## config.mk

```make
export PLATFORM = sky130hd
export DESIGN_NAME = tcw_ctrl
export DESIGN_NICKNAME = d
export VERILOG_FILES = /design/src/hdl/tcw_pkg.sv /design/src/hdl/tcw_ctrl.sv
export SDC_FILE = /design/constraint.sdc
export NUM_CORES = 1
export LEC_CHECK = 0
export BUFFER_PORTS_ARGS = -buffer_cell sky130_fd_sc_hd__buf_2
export CORE_AREA = 2 2 39 41
export CTS_BUF_LIST = sky130_fd_sc_hd__clkbuf_16
export CTS_CLUSTER_DIAMETER = 200
export DETAILED_ROUTE_END_ITERATION = 10
export DIE_AREA = 0 0 41 43
export GPL_ROUTABILITY_DRIVEN = 1
export PLACE_DENSITY = 0.7
export SYNTH_ARGS = -nofsm -noshare
export SYNTH_HDL_FRONTEND = slang
export SYNTH_SLANG_ARGS = --single-unit
```

## constraint.sdc

```tcl
create_clock -name clk -period 1.56 [get_ports clk]
set_input_delay 0 -clock clk [delete_from_list [all_inputs] [get_ports clk]]
set_output_delay 0 -clock clk [all_outputs]
set_load 0.01 [all_outputs]
```

## src/hdl/tcw_pkg.sv

```systemverilog
// ----------------------------------------------------------------------------
// tcw_pkg
// Shared types, constants and codes of the text console writer.
// ----------------------------------------------------------------------------
package tcw_pkg;

  localparam int COLUMNS    = 80;
  localparam int ROWS       = 25;
  localparam int CELL_COUNT = COLUMNS * ROWS;
  localparam int ADDR_W     = $clog2(CELL_COUNT);
  localparam int COL_W      = $clog2(COLUMNS);
  localparam int ROW_W      = $clog2(ROWS);
  localparam int CELL_W     = 16;
  localparam int CFG_IDX_W  = 1;
  localparam int CFG_DATA_W = 4;

  // function codes
  localparam logic [1:0] FUNC_PUT   = 2'd0;
  localparam logic [1:0] FUNC_BACK  = 2'd1;
  localparam logic [1:0] FUNC_CLEAR = 2'd2;
  localparam logic [1:0] FUNC_READ  = 2'd3;

  // register indexes
  localparam logic [CFG_IDX_W-1:0] CFG_FG = 1'd0;
  localparam logic [CFG_IDX_W-1:0] CFG_BG = 1'd1;

  localparam logic [7:0] CH_NL    = 8'd10;
  localparam logic [7:0] CH_CR    = 8'd13;
  localparam logic [7:0] CH_SPACE = 8'h20;

  localparam logic [3:0] FG_RESET = 4'd7;
  localparam logic [3:0] BG_RESET = 4'd0;
  localparam logic [CELL_W-1:0] RESET_BLANK = {BG_RESET, FG_RESET, CH_SPACE};

  typedef struct packed {
    logic [1:0]  func;
    logic [7:0]  char_code;
    logic [10:0] cell_index;
  } tcw_in_t;

  typedef struct packed {
    logic [10:0] cursor_pos;
    logic        cursor_moved;
    logic [15:0] cell_data;
  } tcw_out_t;

  typedef enum logic [2:0] {
    ST_INIT, ST_IDLE, ST_EXEC, ST_RD_WAIT, ST_SCR_RD, ST_SCR_WR, ST_FILL, ST_DONE
  } tcw_state_t;

  typedef enum logic [2:0] {
    CUR_HOLD, CUR_HOME, CUR_CR, CUR_ADV, CUR_NEWLINE, CUR_BACK
  } cur_op_t;

  typedef enum logic [1:0] {WD_CHAR, WD_BLANK, WD_RESET, WD_COPY} wd_sel_t;
  typedef enum logic [1:0] {WA_CURSOR, WA_BACK, WA_CNT} wa_sel_t;
  typedef enum logic {RA_IDX, RA_COPY} ra_sel_t;
  typedef enum logic [1:0] {CNT_HOLD, CNT_ZERO, CNT_TAIL, CNT_INC} cnt_op_t;

  typedef struct packed {
    logic    load_item;
    cur_op_t cur_op;
    logic    mem_we;
    wd_sel_t wd_sel;
    wa_sel_t wa_sel;
    ra_sel_t ra_sel;
    cnt_op_t cnt_op;
    logic    set_moved;
    logic    cap_data;
    logic    out_load;
  } tcw_cmd_t;

  typedef struct packed {
    logic [1:0] func;
    logic       is_nl;
    logic       is_cr;
    logic       col_zero;
    logic       col_last;
    logic       row_last;
    logic       idx_ok;
    logic       cnt_copy_end;
    logic       cnt_end;
  } tcw_sts_t;

endpackage

```

## src/hdl/tcw_ctrl.sv

```systemverilog
// ----------------------------------------------------------------------------
// tcw_ctrl
// Sequencer of the console: decodes each item and walks the screen store for
// reset sweep, clear and scroll.
// ----------------------------------------------------------------------------
module tcw_ctrl (
  input  logic              clk,
  input  logic              rst_n,
  input  logic              in_valid,
  output logic              in_stall,
  input  logic              out_stall,
  output logic              out_valid,
  input  tcw_pkg::tcw_sts_t sts,
  output tcw_pkg::tcw_cmd_t cmd
);
  import tcw_pkg::*;

  tcw_state_t state_r, state_nxt;
  logic       out_valid_r, out_valid_nxt;
  logic       scroll;

  always_ff @(posedge clk) begin
    if (!rst_n) begin
      state_r     <= ST_INIT;
      out_valid_r <= 1'b0;
    end else begin
      state_r     <= state_nxt;
      out_valid_r <= out_valid_nxt;
    end
  end

  always_comb begin
    state_nxt = state_r;
    cmd       = '0;
    scroll    = 1'b0;
    unique case (state_r)
      ST_INIT: begin
        cmd.mem_we = 1'b1;
        cmd.wd_sel = WD_RESET;
        cmd.wa_sel = WA_CNT;
        cmd.cnt_op = CNT_INC;
        if (sts.cnt_end) begin
          cmd.cnt_op = CNT_ZERO;
          state_nxt  = ST_IDLE;
        end
      end
      ST_IDLE: begin
        if (in_valid) begin
          cmd.load_item = 1'b1;
          state_nxt     = ST_EXEC;
        end
      end
      ST_EXEC: begin
        state_nxt = ST_DONE;
        unique case (sts.func)
          FUNC_PUT: begin
            cmd.set_moved = 1'b1;
            if (sts.is_nl) begin
              cmd.cur_op = CUR_NEWLINE;
              scroll     = sts.row_last;
            end else if (sts.is_cr) begin
              cmd.cur_op = CUR_CR;
            end else begin
              cmd.mem_we = 1'b1;
              cmd.wd_sel = WD_CHAR;
              cmd.wa_sel = WA_CURSOR;
              cmd.cur_op = CUR_ADV;
              scroll     = sts.col_last && sts.row_last;
            end
            if (scroll) begin
              cmd.cnt_op = CNT_ZERO;
              state_nxt  = ST_SCR_RD;
            end
          end
          FUNC_BACK: begin
            if (!sts.col_zero) begin
              cmd.mem_we    = 1'b1;
              cmd.wd_sel    = WD_BLANK;
              cmd.wa_sel    = WA_BACK;
              cmd.cur_op    = CUR_BACK;
              cmd.set_moved = 1'b1;
            end
          end
          FUNC_CLEAR: begin
            cmd.cur_op = CUR_HOME;
            cmd.cnt_op = CNT_ZERO;
            state_nxt  = ST_FILL;
          end
          FUNC_READ: begin
            cmd.ra_sel = RA_IDX;
            if (sts.idx_ok) begin
              state_nxt = ST_RD_WAIT;
            end
          end
          default: state_nxt = ST_DONE;
        endcase
      end
      ST_RD_WAIT: begin
        cmd.cap_data = 1'b1;
        state_nxt    = ST_DONE;
      end
      ST_SCR_RD: begin
        cmd.ra_sel = RA_COPY;
        state_nxt  = ST_SCR_WR;
      end
      ST_SCR_WR: begin
        cmd.mem_we = 1'b1;
        cmd.wd_sel = WD_COPY;
        cmd.wa_sel = WA_CNT;
        if (sts.cnt_copy_end) begin
          // copy done, blank the bottom row next
          cmd.cnt_op = CNT_TAIL;
          state_nxt  = ST_FILL;
        end else begin
          cmd.cnt_op = CNT_INC;
          state_nxt  = ST_SCR_RD;
        end
      end
      ST_FILL: begin
        cmd.mem_we = 1'b1;
        cmd.wd_sel = WD_BLANK;
        cmd.wa_sel = WA_CNT;
        cmd.cnt_op = CNT_INC;
        if (sts.cnt_end) begin
          cmd.cnt_op = CNT_ZERO;
          state_nxt  = ST_DONE;
        end
      end
      ST_DONE: begin
        if (!out_valid_r || !out_stall) begin
          cmd.out_load = 1'b1;
          state_nxt    = ST_IDLE;
        end
      end
      default: state_nxt = ST_INIT;
    endcase
  end

  assign out_valid_nxt = cmd.out_load ? 1'b1 : (out_valid_r && out_stall);
  assign out_valid     = out_valid_r;
  assign in_stall      = (state_r != ST_IDLE);

endmodule

```

==> results_dict.tcl <==
set metrics [dict create \
    drc_errors 0 \
    fp.dieArea_um2 1763 \
    finClkSkew_ps 3.930 \
    setup-tns-final_ps 0 \
    grt_start_max_net_pins 15 \
    cts_max_level 1 \
    maxCapViolCount 0 \
    wl_per_cell_um 11.19 \
    synth_edf_count 0 \
    antenna_found_initial 0 \
    cts.sinks 4 \
    hp-start "out_stall" \
    cp.arrival_ps 1450 \
    synth.distinct_cells 35 \
    worstPathCellList "nand2b_1 > nand2b_4 > o21bai_1 > nand3_1 > buf_2" \
    yosysWarningCount 0 \
    nets 115 \
    max_freq_mhz 691.2 \
    status "finished, final reports clean" \
    hold_viol 0 \
    crit_required_ps 1560 \
    worst-path-max-fanout 10 \
    critPathCapture "cmd[10]" \
    synth_area_per_cell_um2 7.036 \
    cts_buffers 3 \
    hp-class "in -> reg" \
    final_max_slew_viol_count 0 \
    ys_ff_latch 4 \
    fin_crit_sh 0.9274 \
    fin_util 0.5154 \
    setup_viol 0 \
    synthCells 69 \
    max_slew_margin 0.7852 \
    cts_tree "built" \
    rr_worst_depth 4 \
    hold_depth 3 \
    synth-compound-area-share 0.3222 \
    irDropWorstVdd_mv 1.106 \
    cp-startpoint "state_r[2]$_SDFFE_PN0P_" \
    grt_setup_unrepaired "no" \
    cts_setup_buffers 0 \
    syn-num-nets 83 \
    core-area_um2 1384 \
    startpoint_type "flop" \
    fp.dieH_um 43 \
    fill_cells 136 \
    critPathKind "reg -> out" \
    cp-end-kind "primary output" \
    wl_um 1287 \
    finalWeightedCongestion 0.8344 \
    antennaDiodeCount 0 \
    io_buffers 30 \
    die_x_um 41 \
    synthAdderAreaFrac 0 \
    critPathTopFamily "flip-flops" \
    yosys.area_share.simple 0.4149 \
    clkTransAtPathRegs_ps 30 \
    tightestPinTransition_ps 321.8 \
    final_antenna_net_count 0 \
    synth_flop_cell "dfxtp_1" \
    r2r_slack_ps 280 \
    synth_xor_area_frac 0.01804 \
    post-route-min-period_ps 1447 \
    synthMuxAreaShare 0 \
    p_leak_nw 0.3689 \
    row_count 14 \
    dp_hpwl_um 993.7 \
    ys_seq_area_frac 0.1649 \
    overflow 0 \
    critical-path-max-stage-delay_ps 500 \
    clock_path_buffers 2 \
    vias 601 \
    root_buffer "clkbuf_16" \
    synthArstFlopShare 0 \
    clkLatencyLatePin_ps 220 \
    cts_hold_buf 0 \
    grt_first_pass_wirelength_um 2014 \
    via_per_inst 5.226 \
    syn2layout_area_growth_pct 46.91 \
    io_pins 31 \
    powerDensity_nw_per_um2 1241 \
    syn-cell-area_um2 485.5 \
    rr_endpoint "state_r[1]$_SDFFE_PN0P_" \
    reg2reg_from "state_r[2]$_SDFFE_PN0P_" \
    drt_pass1_iterations 4 \
    grt_use_total 0.1637 \
    first_global_vias 526 \
    slowest_stage "dfxtp_1" \
    synth_top_family_by_area "simple AND/OR/NAND/NOR gates" \
    drive_above_1_share 0.4646 \
    drt_iter0_drc 7 \
    cp_num_cells 5 \
    initial_core_util 0.3508 \
    critical_path_buf_inv_count 1 \
]
## worst min-delay path, stage by stage
cell,delay [ps]
buf_2,100
nand2_1,70
a21oi_1,60
## per-layer routing
layer  share of wire  track usage  up-vias
li1                -            -      311
met1            0.45       0.1961      262
met2            0.46       0.2531       26
met3           0.082      0.04712        2
met4          0.0054      0.08000        0
met5               0            0        -
## cell usage in the layout, fill, tap and decap left out, drive strengths merged, types with 2 or more instances in the layout
master and n:
buf 31, nand2 7, nor2 7, nor3 6, o21ai 6, a21oi 5
dfxtp 4, nand3 3, clkbuf 3, nand2b 3, inv 3, and3 2
nor2b 2, o21a 2, o2bb2ai 2
## cells by family (layout without fill, tap and decap cells)
| group | count (synthesis) | in the layout |
|---|---|---|
| AO/OA/AOI/OAI | 21 | 21 |
| XOR/XNOR | 1 | 1 |
| AND/OR/NAND/NOR | 36 | 36 |
| flip-flops | 4 | 4 |
| buffers and inverters | 7 | 37 |
## metrics by stage
step	setup WS, ps	hold WS (ps)	instances	power, W	cell area, µm²
after floorplan	490.7	50.30	69	0.0003865	485.5
after global placement	224.3	281.3	112	0.0004840	635.6
after detailed placement	130.7	282.7	112	0.0004853	635.6
after CTS	49.44	63.55	115	0.0008887	711.9
after global routing	22.76	99.34	115	0.0009465	713.2
final	113.2	61.53	115	0.0008852	713.2
## worst min-delay path by stage
stage / end / slack, ps
after floorplan: cmd[6] / 50
after global placement: cmd[6] / 280
after detailed placement: cmd[6] / 280
after CTS: out_valid$_SDFF_PN0_ / 60
after global routing: out_valid$_SDFF_PN0_ / 100
final: out_valid$_SDFF_PN0_ / 60
## synthesized netlist by cell type (all sizes together) (2+ instances only)
| cell type | count | share of area |
|---|---|---|
| inv | 3 | 0.023 |
| buf | 3 | 0.049 |
| o21a | 2 | 0.031 |
| nor3 | 6 | 0.062 |
| a21oi | 5 | 0.059 |
| and3 | 2 | 0.026 |
| nor2 | 7 | 0.064 |
| nand3 | 3 | 0.031 |
| dfxtp | 4 | 0.16 |
| nor2b | 2 | 0.026 |
| nand2 | 7 | 0.054 |
| o2bb2ai | 2 | 0.036 |
| o21ai | 6 | 0.070 |
| nand2b | 3 | 0.054 |
## power breakdown
part / internal [W] / switching (W)
combinational: 0.000152 / 0.000171
clock: 0.000327 / 0.0000711
sequential: 0.000118 / 0.0000453
## area by class of cell
cell class	count	area (µm²)	area share
multi-input combinational	58	366.6	0.5140
timing repair buffer	31	157.7	0.2211
sequential	4	82.58	0.1158
clock buffer	3	75.07	0.1053
tap	16	20.02	0.02807
inverter	3	11.26	0.01579
## flip-flops by register name, summed over array words and instances, names as in the netlist
name / count
state_r: 3
out_valid: 1
## timing repair
| action | 4_1_cts | 5_1_grt |
|---|---|---|
| pin swaps | 0 | 0 |
| resized for setup | 1 | 1 |
| endpoints found under the hold margin | 0 | 0 |
| endpoints found under the setup margin | 1 | 6 |
Power figures use the tool's default switching activity.
